### config.mk
export PLATFORM = sky130hd
export DESIGN_NAME = two_digit_date_to_epoch_seconds
export DESIGN_NICKNAME = d
export VERILOG_FILES = /design/src/design/tdes_pkg.sv /design/src/design/tdes_ctrl.sv /design/src/design/tdes_dp.sv /design/src/design/two_digit_date_to_epoch_seconds.sv
export VERILOG_INCLUDE_DIRS = /design/src /design/src/design
export SDC_FILE = /design/constraint.sdc
export NUM_CORES = 1
export LEC_CHECK = 0
export ABC_AREA = 1
export CAP_MARGIN = 20
export CORE_ASPECT_RATIO = 1.1
export CORE_UTILIZATION = 45
export DETAILED_ROUTE_END_ITERATION = 16
export DONT_BUFFER_PORTS = 1
export PLACE_DENSITY = 0.67
export SYNTH_ARGS = -nofsm -noshare
export SYNTH_HDL_FRONTEND = slang
export SYNTH_SLANG_ARGS = --single-unit
### constraint.sdc
create_clock -name clk -period 14.2 [get_ports clk]
set_clock_uncertainty 0.05 [all_clocks]
set_input_delay 1.42 -clock clk [delete_from_list [all_inputs] [get_ports clk]]
set_output_delay 1.42 -clock clk [all_outputs]
set_load 0.02 [all_outputs]
### src/design/two_digit_date_to_epoch_seconds_defines.svh
// assertion macros shared by the date to epoch seconds modules
`ifndef TWO_DIGIT_DATE_TO_EPOCH_SECONDS_DEFINES_SVH
`define TWO_DIGIT_DATE_TO_EPOCH_SECONDS_DEFINES_SVH

// same-cycle implication, checked on every clock edge outside reset
`define TDES_ASSERT_NOW(lbl, ante, cons, msg) \
	lbl: assert property (@(posedge clk) disable iff (!arst_n) (ante) |-> (cons)) \
		else $error(msg);

// next-cycle implication, checked on every clock edge outside reset
`define TDES_ASSERT_NEXT(lbl, ante, cons, msg) \
	lbl: assert property (@(posedge clk) disable iff (!arst_n) (ante) |=> (cons)) \
		else $error(msg);

`endif

### src/design/tdes_pkg.sv
// types, constants and calendar functions for the date to epoch seconds block
`timescale 1ns / 1ps

package tdes_pkg;

	// input word: one byte of the date string or the end marker
	typedef struct packed {
		logic       is_end;
		logic [7:0] char_byte;
	} chr_word_t;

	// result word
	typedef struct packed {
		logic signed [30:0] epoch_seconds;
		logic               bad_date;
	} res_word_t;

	// controller states
	typedef enum logic [2:0] {
		ST_IDLE,
		ST_HOUR,
		ST_MIN,
		ST_SEC,
		ST_DONE
	} state_t;

	// datapath arithmetic step
	typedef enum logic [1:0] {
		OP_NONE,
		OP_HOUR,
		OP_MIN,
		OP_SEC
	} calc_op_t;

	// commands from controller to datapath
	typedef struct packed {
		logic     take_char;
		logic     take_end;
		calc_op_t op;
		logic     load_out;
	} ctrl_cmd_t;

	// field order in the string
	localparam logic [2:0] FLD_YEAR  = 3'd0;
	localparam logic [2:0] FLD_MONTH = 3'd1;
	localparam logic [2:0] FLD_DAY   = 3'd2;
	localparam logic [2:0] FLD_HOUR  = 3'd3;
	localparam logic [2:0] FLD_MIN   = 3'd4;
	localparam logic [2:0] FLD_SEC   = 3'd5;
	localparam logic [2:0] FLD_COUNT = 3'd6;

	localparam logic [7:0] ASCII_ZERO = 8'h30;
	localparam logic [7:0] ASCII_NINE = 8'h39;
	localparam logic [8:0] DIGIT_BIAS = 9'd48;

	// defaults for missing fields
	localparam logic [6:0] YEAR_DEFAULT  = 7'd99;
	localparam logic [3:0] MONTH_DEFAULT = 4'd12;
	localparam logic [4:0] HOUR_DEFAULT  = 5'd23;
	localparam logic [5:0] MIN_DEFAULT   = 6'd59;
	localparam logic [5:0] SEC_DEFAULT   = 6'd59;

	localparam logic [6:0] YEAR_FIRST = 7'd70;
	localparam logic [6:0] YEAR_LAST  = 7'd99;

	localparam logic [4:0] MONTH_DAYS [0:11] = '{
		5'd31, 5'd28, 5'd31, 5'd30, 5'd31, 5'd30,
		5'd31, 5'd31, 5'd30, 5'd31, 5'd30, 5'd31
	};

	// days before the first of each month in a common year
	localparam logic [8:0] MONTH_CUM [0:11] = '{
		9'd0, 9'd31, 9'd59, 9'd90, 9'd120, 9'd151,
		9'd181, 9'd212, 9'd243, 9'd273, 9'd304, 9'd334
	};

	// days in a month, every fourth year leap; 31 for a month out of range
	function automatic logic [4:0] month_size(input logic [6:0] yy, input logic [3:0] mm);
		logic [3:0] idx;
		idx = mm - 4'd1;
		if (mm < 4'd1 || mm > 4'd12) begin
			return 5'd31;
		end else if (mm == 4'd2 && yy[1:0] == 2'b00) begin
			return 5'd29;
		end
		return MONTH_DAYS[idx];
	endfunction

	// days from january 1 to the first of the month
	function automatic logic [8:0] month_before(input logic [6:0] yy, input logic [3:0] mm);
		logic [3:0] idx;
		logic [8:0] days;
		idx = mm - 4'd1;
		if (mm < 4'd1 || mm > 4'd12) begin
			return 9'd0;
		end
		days = MONTH_CUM[idx];
		if (mm > 4'd2 && yy[1:0] == 2'b00) begin
			days = days + 9'd1;
		end
		return days;
	endfunction

	// days from 1970 to january 1 of the year
	function automatic logic [13:0] year_before(input logic [6:0] yy);
		logic [4:0] d;
		logic [5:0] d1;
		d  = 5'(yy - YEAR_FIRST);
		d1 = {1'b0, d} + 6'd1;
		if (yy < YEAR_FIRST) begin
			return 14'd0;
		end
		return 14'({9'd0, d} * 14'd365) + {10'd0, d1[5:2]};
	endfunction

endpackage

### src/design/tdes_ctrl.sv
// controller state machine: handshakes and sequencing of the seconds calculation
`timescale 1ns / 1ps
`include "two_digit_date_to_epoch_seconds_defines.svh"

module tdes_ctrl (
	input  logic               clk,
	input  logic               arst_n,
	input  logic               chr_valid,
	input  logic               chr_is_end,
	output logic               chr_stall,
	output logic               res_valid,
	input  logic               res_stall,
	output tdes_pkg::ctrl_cmd_t cmd
);

	tdes_pkg::state_t state_q;
	tdes_pkg::state_t state_d;
	logic             res_valid_q;
	logic             chr_take;
	logic             res_take;

	assign chr_take = chr_valid && !chr_stall;
	assign res_take = res_valid_q && !res_stall;

	// next state
	always_comb begin
		state_d = state_q;
		unique case (state_q)
			tdes_pkg::ST_IDLE: begin
				if (chr_take && chr_is_end) state_d = tdes_pkg::ST_HOUR;
			end
			tdes_pkg::ST_HOUR: state_d = tdes_pkg::ST_MIN;
			tdes_pkg::ST_MIN:  state_d = tdes_pkg::ST_SEC;
			tdes_pkg::ST_SEC:  state_d = tdes_pkg::ST_DONE;
			tdes_pkg::ST_DONE: begin
				if (!res_valid_q || !res_stall) state_d = tdes_pkg::ST_IDLE;
			end
			default: state_d = tdes_pkg::ST_IDLE;
		endcase
	end

	// outputs and datapath commands
	always_comb begin
		chr_stall     = 1'b1;
		cmd.take_char = 1'b0;
		cmd.take_end  = 1'b0;
		cmd.op        = tdes_pkg::OP_NONE;
		cmd.load_out  = 1'b0;
		unique case (state_q)
			tdes_pkg::ST_IDLE: begin
				chr_stall     = 1'b0;
				cmd.take_char = chr_valid && !chr_is_end;
				cmd.take_end  = chr_valid && chr_is_end;
			end
			tdes_pkg::ST_HOUR: cmd.op = tdes_pkg::OP_HOUR;
			tdes_pkg::ST_MIN:  cmd.op = tdes_pkg::OP_MIN;
			tdes_pkg::ST_SEC:  cmd.op = tdes_pkg::OP_SEC;
			tdes_pkg::ST_DONE: cmd.load_out = !res_valid_q || !res_stall;
			default: chr_stall = 1'b1;
		endcase
	end

	// state register
	always_ff @(posedge clk or negedge arst_n) begin
		if (!arst_n) begin
			state_q <= tdes_pkg::ST_IDLE;
		end else begin
			state_q <= state_d;
		end
	end

	// result word valid flag
	always_ff @(posedge clk or negedge arst_n) begin
		if (!arst_n) begin
			res_valid_q <= 1'b0;
		end else if (cmd.load_out) begin
			res_valid_q <= 1'b1;
		end else if (res_take) begin
			res_valid_q <= 1'b0;
		end
	end

	assign res_valid = res_valid_q;

	// a stalled result word stays on offer
	`TDES_ASSERT_NEXT(a_res_held, res_valid_q && res_stall, res_valid_q,
		"result word dropped while stalled")

	// an end word starts the calculation and blocks further input words
	`TDES_ASSERT_NEXT(a_end_busy, cmd.take_end, chr_stall && state_q == tdes_pkg::ST_HOUR,
		"end word did not start the calculation")

	// a taken result word without a new load leaves the output empty
	`TDES_ASSERT_NEXT(a_res_clear, res_take && !cmd.load_out, !res_valid_q,
		"result word repeated")

endmodule

### src/design/tdes_dp.sv
// datapath: field parser, range checks and the seconds multiply-add chain
`timescale 1ns / 1ps
`include "two_digit_date_to_epoch_seconds_defines.svh"

module tdes_dp (
	input  logic                  clk,
	input  logic                  arst_n,
	input  tdes_pkg::ctrl_cmd_t   cmd,
	input  tdes_pkg::chr_word_t   chr_word,
	input  logic                  cfg_we,
	input  logic signed [16:0]    cfg_wdata,
	output tdes_pkg::res_word_t   res_word
);

	// parse state
	logic [2:0] field_q;
	logic       await_q;
	logic [3:0] tens_q;
	logic [6:0] year_q;
	logic [3:0] month_q;
	logic [4:0] day_q;
	logic [4:0] hour_q;
	logic [5:0] min_q;
	logic [5:0] sec_q;
	logic       err_q;

	// calculation state
	logic [29:0] acc_q;
	logic [4:0]  calc_hour_q;
	logic [5:0]  calc_min_q;
	logic [5:0]  calc_sec_q;
	logic        calc_bad_q;

	logic signed [16:0]  zone_q;
	tdes_pkg::res_word_t res_word_q;

	logic [7:0]  b;
	logic [8:0]  units_sum;
	logic [8:0]  fld_val;
	logic        fld_ok;
	logic        is_digit;
	logic        char_skip;
	logic [4:0]  msize;
	logic [4:0]  day_eff;
	logic [13:0] days;
	logic signed [31:0] total;

	assign b = chr_word.char_byte;

	// field value plus the digit bias: tens * 10 + raw byte
	assign units_sum = ({5'd0, tens_q} * 9'd10) + {1'b0, b};
	assign fld_val   = units_sum - tdes_pkg::DIGIT_BIAS;
	assign is_digit  = (b >= tdes_pkg::ASCII_ZERO) && (b <= tdes_pkg::ASCII_NINE);
	assign char_skip = (b == 8'd0) || err_q || (field_q >= tdes_pkg::FLD_COUNT);
	assign msize     = tdes_pkg::month_size(year_q, month_q);

	// range check of a completed field, done on the biased sum
	always_comb begin
		unique case (field_q)
			tdes_pkg::FLD_YEAR:  fld_ok = units_sum >= 9'd118 && units_sum <= 9'd147;
			tdes_pkg::FLD_MONTH: fld_ok = units_sum >= 9'd49 && units_sum <= 9'd60;
			tdes_pkg::FLD_DAY:   fld_ok = units_sum >= 9'd49
				&& units_sum <= ({4'd0, msize} + tdes_pkg::DIGIT_BIAS);
			tdes_pkg::FLD_HOUR:  fld_ok = units_sum >= 9'd48 && units_sum <= 9'd71;
			tdes_pkg::FLD_MIN:   fld_ok = units_sum >= 9'd48 && units_sum <= 9'd107;
			tdes_pkg::FLD_SEC:   fld_ok = units_sum >= 9'd48 && units_sum <= 9'd107;
			default:             fld_ok = 1'b0;
		endcase
	end

	// days since 1970 up to the start of the day
	assign day_eff = (day_q == 5'd0) ? msize : day_q;
	assign days    = tdes_pkg::year_before(year_q)
		+ {5'd0, tdes_pkg::month_before(year_q, month_q)}
		+ {9'd0, day_eff} - 14'd1;

	// parser registers
	always_ff @(posedge clk or negedge arst_n) begin
		if (!arst_n) begin
			field_q <= tdes_pkg::FLD_YEAR;
			await_q <= 1'b0;
			tens_q  <= 4'd0;
			year_q  <= tdes_pkg::YEAR_DEFAULT;
			month_q <= tdes_pkg::MONTH_DEFAULT;
			day_q   <= 5'd0;
			hour_q  <= tdes_pkg::HOUR_DEFAULT;
			min_q   <= tdes_pkg::MIN_DEFAULT;
			sec_q   <= tdes_pkg::SEC_DEFAULT;
			err_q   <= 1'b0;
		end else if (cmd.take_end) begin
			field_q <= tdes_pkg::FLD_YEAR;
			await_q <= 1'b0;
			tens_q  <= 4'd0;
			year_q  <= tdes_pkg::YEAR_DEFAULT;
			month_q <= tdes_pkg::MONTH_DEFAULT;
			day_q   <= 5'd0;
			hour_q  <= tdes_pkg::HOUR_DEFAULT;
			min_q   <= tdes_pkg::MIN_DEFAULT;
			sec_q   <= tdes_pkg::SEC_DEFAULT;
			err_q   <= 1'b0;
		end else if (cmd.take_char && !char_skip) begin
			if (await_q) begin
				await_q <= 1'b0;
				field_q <= field_q + 3'd1;
				if (!fld_ok) begin
					err_q <= 1'b1;
				end else begin
					case (field_q)
						tdes_pkg::FLD_YEAR:  year_q  <= fld_val[6:0];
						tdes_pkg::FLD_MONTH: month_q <= fld_val[3:0];
						tdes_pkg::FLD_DAY:   day_q   <= fld_val[4:0];
						tdes_pkg::FLD_HOUR:  hour_q  <= fld_val[4:0];
						tdes_pkg::FLD_MIN:   min_q   <= fld_val[5:0];
						default:             sec_q   <= fld_val[5:0];
					endcase
				end
			end else if (is_digit) begin
				tens_q  <= 4'(b - tdes_pkg::ASCII_ZERO);
				await_q <= 1'b1;
			end
		end
	end

	// multiply-add chain, one constant multiply per cycle
	always_ff @(posedge clk) begin
		if (cmd.take_end) begin
			acc_q       <= {16'd0, days};
			calc_hour_q <= hour_q;
			calc_min_q  <= min_q;
			calc_sec_q  <= sec_q;
			calc_bad_q  <= err_q || await_q;
		end else begin
			case (cmd.op)
				tdes_pkg::OP_HOUR: acc_q <= 30'(acc_q * 30'd24) + {25'd0, calc_hour_q};
				tdes_pkg::OP_MIN:  acc_q <= 30'(acc_q * 30'd60) + {24'd0, calc_min_q};
				tdes_pkg::OP_SEC:  acc_q <= 30'(acc_q * 30'd60) + {24'd0, calc_sec_q};
				default:           acc_q <= acc_q;
			endcase
		end
	end

	// zone offset register
	always_ff @(posedge clk or negedge arst_n) begin
		if (!arst_n) begin
			zone_q <= 17'sd0;
		end else if (cfg_we) begin
			zone_q <= cfg_wdata;
		end
	end

	// zone offset added as the result word is loaded
	assign total = $signed({2'b00, acc_q}) + $signed({{15{zone_q[16]}}, zone_q});

	always_ff @(posedge clk) begin
		if (cmd.load_out) begin
			res_word_q.epoch_seconds <= calc_bad_q ? 31'sd0 : total[30:0];
			res_word_q.bad_date      <= calc_bad_q;
		end
	end

	assign res_word = res_word_q;

	// a stored year is always in the two-digit window
	`TDES_ASSERT_NOW(a_year_range, 1'b1,
		year_q >= tdes_pkg::YEAR_FIRST && year_q <= tdes_pkg::YEAR_LAST,
		"stored year out of range")

	// a stored month is always a real month
	`TDES_ASSERT_NOW(a_month_range, 1'b1, month_q >= 4'd1 && month_q <= 4'd12,
		"stored month out of range")

	// the field counter never runs past the last field
	`TDES_ASSERT_NOW(a_field_limit, 1'b1, field_q <= tdes_pkg::FLD_COUNT,
		"field counter overran")

endmodule

### src/design/two_digit_date_to_epoch_seconds.sv
// Two-digit date string to seconds since 1970, top level.
//
// The string comes in on the chr channel one byte per word, closed by a word
// with is_end set. Fields are year (70-99), month, day, hour, minute, second,
// two characters each; non-digits before a field's first digit are skipped.
// Character words are taken while the block is idle. An end word starts a
// multiply-add sequence (days, then times 24, 60 and 60, then the zone add)
// through the HOUR, MIN, SEC and DONE states; the result word is then offered
// on the res channel, and chr_stall is high until it is loaded.
// A result word waits in an output register while res_stall is high; new
// character words are still taken then, and a following end word is held in
// its last step until the output register is free.
// cfg_we writes cfg_wdata, the zone offset in seconds, added to every good result;
// write it only while the block is idle.
// Reset clears the parser to its defaults, the zone offset to zero and the
// result channel to empty.
`timescale 1ns / 1ps

module two_digit_date_to_epoch_seconds (
	input  logic                clk,
	input  logic                arst_n,
	input  logic                chr_valid,
	output logic                chr_stall,
	input  tdes_pkg::chr_word_t chr_word,
	output logic                res_valid,
	input  logic                res_stall,
	output tdes_pkg::res_word_t res_word,
	input  logic                cfg_we,
	input  logic signed [16:0]  cfg_wdata
);

	tdes_pkg::ctrl_cmd_t cmd;

	// sequencing and handshakes
	tdes_ctrl u_ctrl (
		.clk        (clk),
		.arst_n     (arst_n),
		.chr_valid  (chr_valid),
		.chr_is_end (chr_word.is_end),
		.chr_stall  (chr_stall),
		.res_valid  (res_valid),
		.res_stall  (res_stall),
		.cmd        (cmd)
	);

	// parser and arithmetic
	tdes_dp u_dp (
		.clk       (clk),
		.arst_n    (arst_n),
		.cmd       (cmd),
		.chr_word  (chr_word),
		.cfg_we    (cfg_we),
		.cfg_wdata (cfg_wdata),
		.res_word  (res_word)
	);

endmodule

==> key figures <==
Outcome
  – Status: completed

Critical path
  – CP max FO: 6
  – Critical R2R Launch: u_dp.year_q[1]$_DFFE_PN1P_
  – Critical R2R Capture: u_dp.acc_q[12]$_DFFE_PP_
  – Critical path class: register to register
  – R2R setup slack: 7.88 ns
  – WP data required: 14.33 ns
  – Register-to-Register Path Depth: 30
  – Startpoint Class: register
  – Slowest CP cell: dfstp_2
  – CP Capture Type: register
  – Max incr delay on CP: 0.62 ns
  – Most frequent cell on the critical path: nand2_1
  – Worst EP arrival: 6.46 ns

Clock network
  – CTS Buffer Depth: 2
  – Clock Latency Late Sink: 0.43 ns
  – CTS tree: built
  – Clock Sinks: 143
  – Post-CTS Setup Bufs: 0
  – Post-CTS Hold Buffers: 0
  – Reg clk slew, reported paths: 0.06 ns
  – TritonCTS Buffers: 17
  – Root buf cell: clkbuf_16
  – CTS H-tree depth: 4
  – Post_cts resized: 0

Yosys
  – Largest cells by area after synthesis: nand2_1 16%, ha_1 13%, edfxtp_1 11%
  – Synth Warn #: 0
  – Cells after Synth: 2,540
  – Number of enable flip-flop cells after synthesis: 64
  – Post-synth net total: 2,816
  – Area share of the largest cell type after synthesis: 16.3%
  – Syn Area/Cell: 6.79 um2
  – Ys flop type: edfxtp_1
  – Ys async rst share: 44.1%
  – Post-Syn Area: 17,200 um2
  – Register area share after synthesis: 22.3%
  – Leading area contributor after synthesis: nand2_1
  – Cell variety after synth: 60
  – Register bit count reported by yosys: 143

STA
  – Final hold viol count: 0
  – RSZ-0062 raised after global routing: no
  – Final period util: 44.5%
  – Fin crit period: 6.32 ns
  – Fmax: 158 MHz
  – Setup Viol. Count Final: 0
  – Slew @ Worst Pin: 0.910 ns
  – Normalized max-slew margin: 38.8%
  – Post-route setup slack: 7.88 ns
  – Fin Setup TNS: 0 ns
  – Max Slew Vio Count: 0

Cells and area
  – Final non-filler cell total: 3,046
  – Most common cell after layout, fill and taps aside: nand2_1
  – Layout area overhead: 6.53%
  – Register area: 3840 um2
  – Most frequent cells in the layout: 751 x nand2_1, 421 x inv_1, 179 x nand3_1, 179 x nor2_1, 177 x ha_1
  – FILL cells: 3,830
  – Share of cells above drive strength 1: 5.96%
  – Final nets: 2,814
  – Multi-input logic area: 11,700 um2
  – Fin area: 18,400 um2

Place
  – Placed Instance Area: 17,800 um2
  – Placer congestion estimate: 0.945
  – I/O Buffers: 0
  – HPWL after DPL: 38,800 um
  – Post-Place Setup Slack: 7.83 ns
  – Cell Count Post-Placement: 3,013

Die
  – I/O Pins: 65
  – Die W: 189 um
  – Initial core utilization: 46.1%
  – Chip Height: 207 um
  – Die area: 39,100 um2
  – Core Area: 37,400 um2
  – Cell row count: 74

Hold path
  – Hold Path Class: register to register
  – Hold path endpoint: u_dp.calc_sec_q[2]$_DFFE_PP_
  – Worst hold stages: 0
  – Worst hold path startpoint: u_dp.sec_q[2]$_DFFE_PN0P_

Global routing
  – Largest net degree at the start of global routing: 68
  – Vias in the first global route: 15,900
  – All-layer global routing usage: 24.7%
  – First-pass GRT wire length: 78,500 um
  – GRT overflow: 0
  – Initial antenna violation count: 1

Drt
  – Post-route ant nets: 0
  – 1st-iter DRT viols: 1,261
  – Vias per cell: 5.28
  – Pre-Repair DR Iteration Count: 5
  – Drt total wl: 46,900 um
  – # DRC: 0
  – DR vias: 16,100
  – Drt wl/cell: 15.4 um

Job
  – Maxcap violations: 0
-- per-layer routing --
layer	vias to the layer above	part of all wire (%)	GRT usage [%]
li1	8269	-	-
met5	-	0	0
met1	7366	44	30.8
met3	86	4.0	3.23
met2	360	49	43.3
met4	0	3.3	8.87
-- how the worst max path moves through the flow --
| stage | startpoint | endpoint | slack (ns) |
|---|---|---|---|
| after floorplan | u_dp.year_q[1]$_DFFE_PN1P_ | u_dp.acc_q[12]$_DFFE_PP_ | 8.42 |
| after global routing | u_dp.year_q[1]$_DFFE_PN1P_ | u_dp.acc_q[12]$_DFFE_PP_ | 7.36 |
| final | u_dp.year_q[1]$_DFFE_PN1P_ | u_dp.acc_q[12]$_DFFE_PP_ | 7.88 |
| after detailed placement | u_dp.year_q[1]$_DFFE_PN1P_ | u_dp.acc_q[12]$_DFFE_PP_ | 7.83 |
| after CTS | u_dp.year_q[1]$_DFFE_PN1P_ | u_dp.acc_q[12]$_DFFE_PP_ | 7.81 |
| after global placement | u_dp.year_q[1]$_DFFE_PN1P_ | u_dp.acc_q[12]$_DFFE_PP_ | 7.94 |
-- final cells by class --
| type | count | area share (%) |
|---|---|---|
| sequential | 143 | 20.9 |
| clock inverter | 10 | 0.552 |
| multi-input combinational | 1939 | 63.5 |
| inverter | 431 | 8.80 |
| clock buffer | 22 | 2.53 |
| antenna | 1 | 0.0136 |
| timing repair buffer | 6 | 0.354 |
| tap | 494 | 3.36 |
-- logic make-up after synthesis --
logic type,Yosys count,share of synthesized area (%)
xor gates and xnor gates,43,2.44
adders and majority gates,245,20.7
buffers and inverters,458,10.1
AOI/OAI and AO/OA,359,11.6
and+or+nand+nor,1277,31.9
muxes,15,0.979
DFF,143,22.3
-- cell usage after synthesis (all sizes together) (16+ instances only) --
cell,instances
a21oi,155
ha,177
nand4,64
o21ai,126
inv,430
xor2,24
nor2,202
nor3,21
nand2,772
dfxtp,16
edfxtp,64
fa,68
nand3,184
dfstp,20
dfrtp,43
xnor2,19
-- critical path, delay by kind of cell, from the launching register on --
| kind | cells | cell delay (ns) |
|---|---|---|
| xor gates and xnor gates | 2 | 0.60 |
| and+or+nand+nor | 10 | 0.95 |
| adders and majority gates | 7 | 2.75 |
| buffers and inverters | 5 | 0.32 |
| DFF | 1 | 0.62 |
| AOI/OAI and AO/OA | 6 | 0.77 |
-- registers in the layout, indices dropped and copies added, names as in the netlist, 4 cells and up --
name and cells:
u_dp.tens_q 4, u_dp.day_q 5, u_dp.acc_q 30, u_dp.calc_hour_q 5
u_dp.calc_min_q 6, u_dp.calc_sec_q 6, u_dp.hour_q 5, u_dp.month_q 4
u_dp.zone_q 17, u_dp.min_q 6, u_dp.year_q 7, u_dp.res_word 32
u_dp.sec_q 6
-- per-stage QoR --
step / util [%] / hold slack [ns]
6_report: 49.1 / 0.404
5_1_grt: 49.1 / 0.417
3_5_place_dp: 47.6 / 0.389
4_1_cts: 49.1 / 0.405
3_3_place_gp: 47.5 / 0.382
2_1_floorplan: - / 0.374
Power is left out: the tool's default activity adds up to more than one toggle a clock period on the data nets, which glitch-free logic cannot reach.
